File: src/hw/rtl/lfr_pkg.sv
package lfr_pkg;

	localparam int LEN_W       = 4;
	localparam int BURST_MAX   = 8;
	localparam int CFG_INDEX_W = 8;
	localparam int CFG_DATA_W  = 64;

	// Register indexes of the configuration port
	localparam logic [CFG_INDEX_W-1:0] REG_PATTERN_LENGTH     = CFG_INDEX_W'(0);
	localparam logic [CFG_INDEX_W-1:0] REG_PATTERN_BYTES      = CFG_INDEX_W'(1);
	localparam logic [CFG_INDEX_W-1:0] REG_REPLACEMENT_LENGTH = CFG_INDEX_W'(2);
	localparam logic [CFG_INDEX_W-1:0] REG_REPLACEMENT_BYTES  = CFG_INDEX_W'(3);

	typedef struct packed {
		logic [7:0] in_byte;
		logic       in_last;
	} in_item_t;

	typedef struct packed {
		logic [7:0]  out_byte;
		logic        has_byte;
		logic        out_last;
		logic [31:0] match_count;
		logic        any_match;
		logic [31:0] first_match_offset;
	} out_item_t;

	typedef struct packed {
		logic [LEN_W-1:0] pattern_length;
		logic [63:0]      pattern_bytes;
		logic [LEN_W-1:0] replacement_length;
		logic [63:0]      replacement_bytes;
	} cfg_regs_t;

	// Result bytes caused by one input item, plus end-of-text statistics
	typedef struct packed {
		logic [BURST_MAX-1:0][7:0] bytes;
		logic [LEN_W-1:0]          count;
		logic                      has_byte;
		logic                      last;
		logic [31:0]               match_count;
		logic                      any_match;
		logic [31:0]               first_offset;
	} burst_t;

endpackage

File: src/hw/rtl/lfr_cfg.sv
module lfr_cfg (
	input  logic                              clk,
	input  logic                              arst_n,
	input  logic                              cfg_valid,
	input  logic [lfr_pkg::CFG_INDEX_W-1:0]   cfg_index,
	input  logic [lfr_pkg::CFG_DATA_W-1:0]    cfg_data,
	output lfr_pkg::cfg_regs_t                regs
);

	lfr_pkg::cfg_regs_t regs_q;

	// Write the addressed register, drop writes beyond the list
	always_ff @(posedge clk or negedge arst_n) begin
		if (!arst_n) begin
			regs_q <= '0;
		end else if (cfg_valid) begin
			case (cfg_index)
				lfr_pkg::REG_PATTERN_LENGTH: begin
					regs_q.pattern_length <= cfg_data[lfr_pkg::LEN_W-1:0];
				end
				lfr_pkg::REG_PATTERN_BYTES: begin
					regs_q.pattern_bytes <= cfg_data;
				end
				lfr_pkg::REG_REPLACEMENT_LENGTH: begin
					regs_q.replacement_length <= cfg_data[lfr_pkg::LEN_W-1:0];
				end
				lfr_pkg::REG_REPLACEMENT_BYTES: begin
					regs_q.replacement_bytes <= cfg_data;
				end
				default: begin
				end
			endcase
		end
	end

	assign regs = regs_q;

endmodule

File: src/hw/rtl/lfr_core.sv
module lfr_core #(
	parameter int MAX_PATTERN = 8,
	parameter int COUNT_BITS  = 32
) (
	input  logic                clk,
	input  logic                arst_n,
	input  lfr_pkg::cfg_regs_t  regs,
	input  logic                fire,
	input  lfr_pkg::in_item_t   item,
	output lfr_pkg::burst_t     burst
);

	localparam int FILL_W = $clog2(MAX_PATTERN + 1);
	localparam int WIDE_W = (COUNT_BITS > 32) ? COUNT_BITS : 32;

	// Text state
	logic                  active_q;
	lfr_pkg::cfg_regs_t    act_q;
	logic [7:0]            window_q [MAX_PATTERN];
	logic [FILL_W-1:0]     fill_q;
	logic [COUNT_BITS-1:0] matches_q;
	logic [31:0]           pos_q;
	logic                  found_q;
	logic [31:0]           first_q;

	// Next-state and result logic
	lfr_pkg::cfg_regs_t         src;
	logic [lfr_pkg::LEN_W-1:0]  plen;
	logic [lfr_pkg::LEN_W-1:0]  rlen;
	logic [7:0]                 wn [lfr_pkg::BURST_MAX+1];
	logic [FILL_W-1:0]          fill_push;
	logic                       decide;
	logic                       equal;
	logic                       hit;
	logic [7:0]                 window_n [MAX_PATTERN];
	logic [FILL_W-1:0]          fill_n;
	logic [lfr_pkg::LEN_W-1:0]  nbytes;
	logic [COUNT_BITS-1:0]      matches_n;
	logic                       found_n;
	logic [31:0]                first_n;
	logic [32:0]                pos_sum;
	logic [31:0]                pos_n;
	logic [WIDE_W-1:0]          matches_wide;

	always_comb begin
		// Use the latched settings during a text, fresh ones at its first byte
		src  = active_q ? act_q : regs;
		plen = (src.pattern_length > lfr_pkg::LEN_W'(MAX_PATTERN))
			? lfr_pkg::LEN_W'(MAX_PATTERN) : src.pattern_length;
		rlen = (src.replacement_length > lfr_pkg::LEN_W'(lfr_pkg::BURST_MAX))
			? lfr_pkg::LEN_W'(lfr_pkg::BURST_MAX) : src.replacement_length;

		// Window with the new byte appended
		fill_push = fill_q + FILL_W'(1);
		for (int i = 0; i <= lfr_pkg::BURST_MAX; i++) begin
			wn[i] = 8'h00;
		end
		for (int i = 0; i < MAX_PATTERN; i++) begin
			wn[i] = (fill_q == FILL_W'(i)) ? item.in_byte : window_q[i];
		end

		// Compare the full window with the pattern
		decide = (lfr_pkg::LEN_W'(fill_push) == plen);
		equal  = 1'b1;
		for (int i = 0; i < MAX_PATTERN; i++) begin
			if (lfr_pkg::LEN_W'(i) < plen && wn[i] != src.pattern_bytes[8*i +: 8]) begin
				equal = 1'b0;
			end
		end
		hit = (plen != '0) && decide && equal;

		burst          = '0;
		burst.has_byte = 1'b1;
		burst.last     = item.in_last;
		for (int i = 0; i < MAX_PATTERN; i++) begin
			window_n[i] = window_q[i];
		end
		fill_n = fill_q;
		nbytes = '0;

		if (plen == '0) begin
			// Pass straight through
			burst.bytes[0] = item.in_byte;
			nbytes         = lfr_pkg::LEN_W'(1);
		end else if (hit) begin
			// Replace the whole window
			for (int i = 0; i < lfr_pkg::BURST_MAX; i++) begin
				burst.bytes[i] = src.replacement_bytes[8*i +: 8];
			end
			nbytes = rlen;
			fill_n = '0;
		end else if (decide && !item.in_last) begin
			// Release the oldest byte and advance the window
			burst.bytes[0] = wn[0];
			nbytes         = lfr_pkg::LEN_W'(1);
			for (int i = 0; i < MAX_PATTERN; i++) begin
				window_n[i] = wn[i+1];
			end
		end else if (item.in_last) begin
			// Flush everything the window holds
			for (int i = 0; i < lfr_pkg::BURST_MAX; i++) begin
				burst.bytes[i] = wn[i];
			end
			nbytes = lfr_pkg::LEN_W'(fill_push);
		end else begin
			// Hold the byte until the window is full
			for (int i = 0; i < MAX_PATTERN; i++) begin
				window_n[i] = wn[i];
			end
			fill_n = fill_push;
		end

		if (item.in_last) begin
			fill_n = '0;
		end

		// Statistics
		matches_n = matches_q;
		found_n   = found_q;
		first_n   = first_q;
		if (hit) begin
			if (matches_q != '1) begin
				matches_n = matches_q + COUNT_BITS'(1);
			end
			if (!found_q) begin
				found_n = 1'b1;
				first_n = pos_q;
			end
		end
		pos_sum = {1'b0, pos_q} + 33'(nbytes);
		pos_n   = pos_sum[32] ? 32'hFFFF_FFFF : pos_sum[31:0];

		matches_wide = WIDE_W'(matches_n);

		// Bare end marker when the last item releases nothing; it carries no byte
		burst.count = nbytes;
		if (item.in_last && nbytes == '0) begin
			burst.count    = lfr_pkg::LEN_W'(1);
			burst.has_byte = 1'b0;
			burst.bytes    = '0;
		end

		if (item.in_last) begin
			burst.match_count  = (matches_wide > WIDE_W'(32'hFFFF_FFFF))
				? 32'hFFFF_FFFF : matches_wide[31:0];
			burst.any_match    = found_n;
			burst.first_offset = found_n ? first_n : 32'h0;
		end
	end

	// Control state
	always_ff @(posedge clk or negedge arst_n) begin
		if (!arst_n) begin
			active_q  <= 1'b0;
			fill_q    <= '0;
			matches_q <= '0;
			pos_q     <= '0;
			found_q   <= 1'b0;
			first_q   <= '0;
		end else if (fire) begin
			fill_q <= fill_n;
			if (item.in_last) begin
				active_q  <= 1'b0;
				matches_q <= '0;
				pos_q     <= '0;
				found_q   <= 1'b0;
				first_q   <= '0;
			end else begin
				active_q  <= 1'b1;
				matches_q <= matches_n;
				pos_q     <= pos_n;
				found_q   <= found_n;
				first_q   <= first_n;
			end
		end
	end

	// Latched settings and window bytes
	always_ff @(posedge clk) begin
		if (fire) begin
			if (!active_q) begin
				act_q <= regs;
			end
			for (int i = 0; i < MAX_PATTERN; i++) begin
				window_q[i] <= window_n[i];
			end
		end
	end

endmodule

File: src/hw/rtl/lfr_emit.sv
module lfr_emit (
	input  logic                clk,
	input  logic                arst_n,
	input  logic                load,
	input  lfr_pkg::burst_t     burst,
	output logic                can_load,
	output logic                out_valid,
	input  logic                out_ready,
	output lfr_pkg::out_item_t  out_data
);

	logic [lfr_pkg::BURST_MAX-1:0][7:0] bytes_q;
	logic [lfr_pkg::LEN_W-1:0]          left_q;
	logic                               has_q;
	logic                               last_q;
	logic [31:0]                        count_q;
	logic                               any_q;
	logic [31:0]                        offset_q;
	logic                               final_item;
	logic                               take;

	assign out_valid  = (left_q != '0);
	assign take       = out_valid && out_ready;
	assign can_load   = (left_q == '0) || (left_q == lfr_pkg::LEN_W'(1) && out_ready);
	assign final_item = last_q && (left_q == lfr_pkg::LEN_W'(1));

	// Present the front byte; statistics ride on the final item only
	always_comb begin
		out_data                    = '0;
		out_data.out_byte           = bytes_q[0];
		out_data.has_byte           = has_q;
		out_data.out_last           = final_item;
		if (final_item) begin
			out_data.match_count        = count_q;
			out_data.any_match          = any_q;
			out_data.first_match_offset = offset_q;
		end
	end

	// Remaining item count
	always_ff @(posedge clk or negedge arst_n) begin
		if (!arst_n) begin
			left_q <= '0;
		end else if (load) begin
			left_q <= burst.count;
		end else if (take) begin
			left_q <= left_q - lfr_pkg::LEN_W'(1);
		end
	end

	// Load a new burst or shift out the item just taken
	always_ff @(posedge clk) begin
		if (load) begin
			bytes_q  <= burst.bytes;
			has_q    <= burst.has_byte;
			last_q   <= burst.last;
			count_q  <= burst.match_count;
			any_q    <= burst.any_match;
			offset_q <= burst.first_offset;
		end else if (take) begin
			for (int i = 0; i < lfr_pkg::BURST_MAX - 1; i++) begin
				bytes_q[i] <= bytes_q[i+1];
			end
			bytes_q[lfr_pkg::BURST_MAX-1] <= 8'h00;
		end
	end

endmodule

File: src/hw/rtl/literal_find_and_replace_stream.sv
// Channel  Handshake               Payload
// in       in_valid / in_ready     in_data   (in_byte, in_last)
// out      out_valid / out_ready   out_data  (byte, flags, statistics on the last item)
// cfg      cfg_valid / cfg_ready   cfg_index, cfg_data (always ready)
//
// One input item is decided in the cycle it is accepted and its result items are
// loaded into an output register; items that cause at most one result flow at one
// per cycle while out_ready is high. An R-byte replacement or an N-byte end-of-text
// flush holds the input while the output register drains one per cycle to its last item.
// Reset clears window fill, counters and output state; settings reset to zero.
// The output register stalls on out_ready; the input stalls only behind it.
module literal_find_and_replace_stream #(
	parameter int MAX_PATTERN = 8,
	parameter int COUNT_BITS  = 32
) (
	input  logic                              clk,
	input  logic                              arst_n,
	input  logic                              in_valid,
	output logic                              in_ready,
	input  lfr_pkg::in_item_t                 in_data,
	output logic                              out_valid,
	input  logic                              out_ready,
	output lfr_pkg::out_item_t                out_data,
	input  logic                              cfg_valid,
	output logic                              cfg_ready,
	input  logic [lfr_pkg::CFG_INDEX_W-1:0]   cfg_index,
	input  logic [lfr_pkg::CFG_DATA_W-1:0]    cfg_data
);

	lfr_pkg::cfg_regs_t regs;
	lfr_pkg::burst_t    burst;
	logic               fire;

	assign cfg_ready = 1'b1;
	assign fire      = in_valid && in_ready;

	lfr_cfg u_cfg (
		.clk       (clk),
		.arst_n    (arst_n),
		.cfg_valid (cfg_valid),
		.cfg_index (cfg_index),
		.cfg_data  (cfg_data),
		.regs      (regs)
	);

	lfr_core #(
		.MAX_PATTERN (MAX_PATTERN),
		.COUNT_BITS  (COUNT_BITS)
	) u_core (
		.clk    (clk),
		.arst_n (arst_n),
		.regs   (regs),
		.fire   (fire),
		.item   (in_data),
		.burst  (burst)
	);

	lfr_emit u_emit (
		.clk       (clk),
		.arst_n    (arst_n),
		.load      (fire),
		.burst     (burst),
		.can_load  (in_ready),
		.out_valid (out_valid),
		.out_ready (out_ready),
		.out_data  (out_data)
	);

endmodule

File: config.mk
export PLATFORM = sky130hd
export DESIGN_NAME = literal_find_and_replace_stream
export DESIGN_NICKNAME = d
export VERILOG_FILES = /design/src/hw/rtl/lfr_pkg.sv /design/src/hw/rtl/lfr_cfg.sv /design/src/hw/rtl/lfr_core.sv /design/src/hw/rtl/lfr_emit.sv /design/src/hw/rtl/literal_find_and_replace_stream.sv
export SDC_FILE = /design/constraint.sdc
export NUM_CORES = 1
export LEC_CHECK = 0
export ABC_AREA = 1
export BUFFER_PORTS_ARGS = -buffer_cell sky130_fd_sc_hd__buf_2
export CORE_MARGIN = 4
export CORE_UTILIZATION = 40
export CTS_CLUSTER_DIAMETER = 150
export DETAILED_ROUTE_END_ITERATION = 7
export GPL_TIMING_DRIVEN = 1
export PLACE_DENSITY = 0.68
export SLEW_MARGIN = 20
export SYNTH_ARGS = -nofsm -noshare
export SYNTH_HDL_FRONTEND = slang
export SYNTH_SLANG_ARGS = --single-unit
export TNS_END_PERCENT = 30
File: constraint.sdc
create_clock -name clk -period 9.6 [get_ports clk]
set_input_delay 0.48 -clock clk [delete_from_list [all_inputs] [get_ports clk]]
set_output_delay 0.48 -clock clk [all_outputs]
set_load 0.03 [all_outputs]
==> flow_summary.ini <==
[sta]
drv_slew = 0
whs_ns = 0.09302
period_share = 0.7457
relSlewSlack = 0.2998
hold_viol_final = 0
rsz0062_at_grt = false
setup-tns-final_ns = 0
max_freq_mhz = 139.7
finalClockSkew_ns = 0.04880
tightest_slew_ns = 1.042
setup_violations = 0
finalCriticalPeriod_ns = 7.159

[global_routing]
grt_overflow = 0
grt_pass1_vias = 22910
grt_pass1_wl_um = 127200
grt_max_degree = 101
grt_use_total = 0.1984
antenna_found_initial = 2

[critical_path]
worst_path_most_repeated_cell = nand2_1
regToRegStartpoint = u_core.active_q
r2r-end = u_core.pos_q[17]
cp.required_ns = 10.15
path_buf_inv = 4
rr_worst_depth = 29
critPathArrivalTime_ns = 7.71
path_class = flop to flop
path_max_fanout = 69
crit_family = simple AND/OR/NAND/NOR gates
cp-startpoint = u_core.active_q
slowest_stage = dfrtp_4
critPathMaxStageDelay_ns = 0.92
r2r_slack_ns = 2.44
cp-end-kind = flop
critical_path.startpoint_type = flop

[floorplan]
initial_core_util = 0.4040
die_w_um = 282.5
core_region_area_um2 = 74570
fp.dieH_um = 282.5
dieArea_um2 = 79780
io_pins = 164
row_count = 100

[clock_network]
clockBufferDepth = 3
clock_latency_ns = 0.65
cts_tree = built
cts.clk_slew.worst_paths_ns = 0.06
cts_made_buffers = 59
root_buffer = clkbuf_16
cts_sinks = 573
htree_levels = 2
postCtsSetupRepairBufs = 0

[final_layout]
num-fill-cells = 7324
regArea_um2 = 16000
area_growth_pct = 11.23
fin_util = 0.4494
layout.nets = 3827
final_layout_size_suffix_gt1_frac = 0.09233
final_cell_count_no_fill = 4752
multiInputGateArea_um2 = 11200

[power_and_ir_drop]
power.density_nw_per_um2 = 274.1
vdd_drop_max_v = 0.0001616
leakage_nw = 15.77
finalPower_mw = 9.185

[placed_design]
place.gp.congestion = 0.8985
dp_hpwl_um = 55220
io_buffer_count = 162
dpl.cell_count = 4636

[detailed_routing]
wl_per_cell_um = 17.01
antenna_left = 0
drt_first_pass_iters = 6
drc = 0
drt_iter0_drc = 2452
num_vias = 24470
vias_per_cell = 5.149
routed_wl_um = 80830

[logic_synthesis]
synth_area_um2 = 30130
yosys_warnings = 0
synth_ff_type = edfxtp_1
synthTopCellsByArea = edfxtp_1 33%, dfrtp_1 20%, nand2_1 13%
synth_nets = 3772
async_reset_ff_frac = 0.4223
ys_ff_latch = 573
syn_inst = 3674
yosys.area.top_type_share = 0.3299
synth.avg_cell_area_um2 = 8.201
synth_edf_count = 331
yosysTopAreaCell = edfxtp_1
ys_seq_area_frac = 0.5309
synth.distinct_cells = 49

[hold_path]
hold_end = u_cfg.regs[49]
hold_path.startpoint = cfg_data[49]
worstHoldPathCells = 3
hold_path.class = input port to flop

[job]
cap_viol_max_count = 0

[status]
status = finished, final reports clean
power breakdown:
group | total [mW] | internal (mW) | switching (mW)
Combinational | 3.11 | 0.882 | 2.23
Clock | 2.42 | 1.41 | 1.01
Sequential | 3.65 | 3.34 | 0.308
worst reg2reg max path, delay by kind of cell (launching register included):
family / cells / cell delay [ns]
adders and majority gates: 1 / 0.36
AOI/OAI and AO/OA: 5 / 0.75
and+or+nand+nor: 19 / 3.63
DFF: 1 / 0.92
buffers and inverters: 4 / 1.41
metrics by stage:
stage                     instance area (um2)  worst slack, ns
after detailed placement                31420            2.476
after floorplan                         30130            1.693
after global placement                  31420            2.693
final                                   33510            2.441
after global routing                    33510            1.534
after CTS                               33500            2.493
how the worst max path moves through the flow:
| stage | end | slack (ns) | depth (start not counted) |
|---|---|---|---|
| 6_report | u_core.pos_q[17] | 2.44 | 29 |
| 2_1_floorplan | u_core.act_q[0] | 1.69 | 7 |
| 5_1_grt | u_core.pos_q[17] | 1.53 | 29 |
| 3_3_place_gp | u_core.pos_q[27] | 2.69 | 27 |
| 4_1_cts | u_core.pos_q[17] | 2.49 | 27 |
| 3_5_place_dp | u_core.pos_q[27] | 2.48 | 27 |
routing by layer:
layer / global-route usage / wire length, um
met5: 0 / 0
met1: 0.2794 / 35500
met4: 0.05544 / 2109
met3: 0.02559 / 5309
met2: 0.3248 / 37920
logic make-up after synthesis:
| family | after synthesis | synth area share |
|---|---|---|
| other | 1 | 0.0001245 |
| DFF | 573 | 0.5309 |
| and+or+nand+nor | 1705 | 0.2351 |
| AOI/OAI and AO/OA | 564 | 0.09988 |
| xor gates and xnor gates | 46 | 0.01337 |
| muxes | 50 | 0.01661 |
| adders and majority gates | 12 | 0.005233 |
| buffers and inverters | 723 | 0.09875 |
timing repair:
item | CTS | global route
gates resized for setup | 0 | 0
endpoints found under the hold margin | 69 | 0
hold buffers | 1 | 0
sequential cells by signal, summed over array words and instances, names as in the netlist, 4 cells and up:
signal            cells
u_emit.count_q       32
u_core.window_q      64
u_cfg.regs          136
u_emit.offset_q      32
u_emit.bytes_q       56
u_core.first_q       32
u_emit.left_q         4
u_core.pos_q         32
u_core.matches_q     32
u_core.fill_q         4
u_emit.out_data       8
u_core.act_q        136
cell usage after synthesis (5+ instances only):
library cell,n
edfxtp_1,331
o21ai_0,411
or2_2,7
nor2_1,275
buf_2,26
inv_2,6
dfrtp_1,242
nor3_1,30
nor2_2,5
o21ai_1,45
clkbuf_1,112
inv_1,521
nand2_1,1073
nand4_1,49
nand3_1,225
a31oi_1,7
nor4_1,9
buf_4,21
buf_6,20
nand3_2,9
mux2i_1,50
xor2_1,42
buf_1,16
a21oi_1,29
o22ai_1,55
ha_1,11
a211oi_2,11
placed cells by master (no fill, tap or decap), drive strengths merged:
master | synthesis | layout
dfrtp | 242 | 242
o22ai | 55 | 55
clkbuf | 112 | 83
diode | 0 | 3
o311ai | 1 | 1
mux2i | 50 | 50
and3 | 1 | 1
nor2 | 283 | 283
ha | 11 | 11
nand4 | 49 | 49
a211oi | 11 | 11
dlygate4sd3 | 0 | 1
nand2 | 1080 | 1080
conb | 1 | 1
a31oi | 7 | 7
bufinv | 0 | 5
or4 | 1 | 1
or2 | 8 | 8
a21boi | 1 | 1
xor2 | 42 | 42
inv | 527 | 532
a21oi | 30 | 30
nor4b | 1 | 1
o211ai | 1 | 1
nand3b | 4 | 4
nor3 | 34 | 34
xnor2 | 4 | 4
buf | 83 | 188
nor3b | 1 | 1
clkinv | 1 | 18
nand3 | 234 | 234
edfxtp | 331 | 331
o21ai | 457 | 457
clkinvlp | 0 | 2
nor4 | 9 | 9
o31ai | 1 | 1
fa | 1 | 1
cell type report:
class,count,share of cell area
Inverter,528,0.05936
Multi-Input combinational cell,2378,0.3341
Clock buffer,83,0.05219
Timing Repair Buffer,189,0.03073
Sequential cell,573,0.4774
Antenna cell,3,0.0002240
Tap cell,969,0.03618
Clock inverter,29,0.009782
Note: power is estimated with default switching activity, not from simulation.
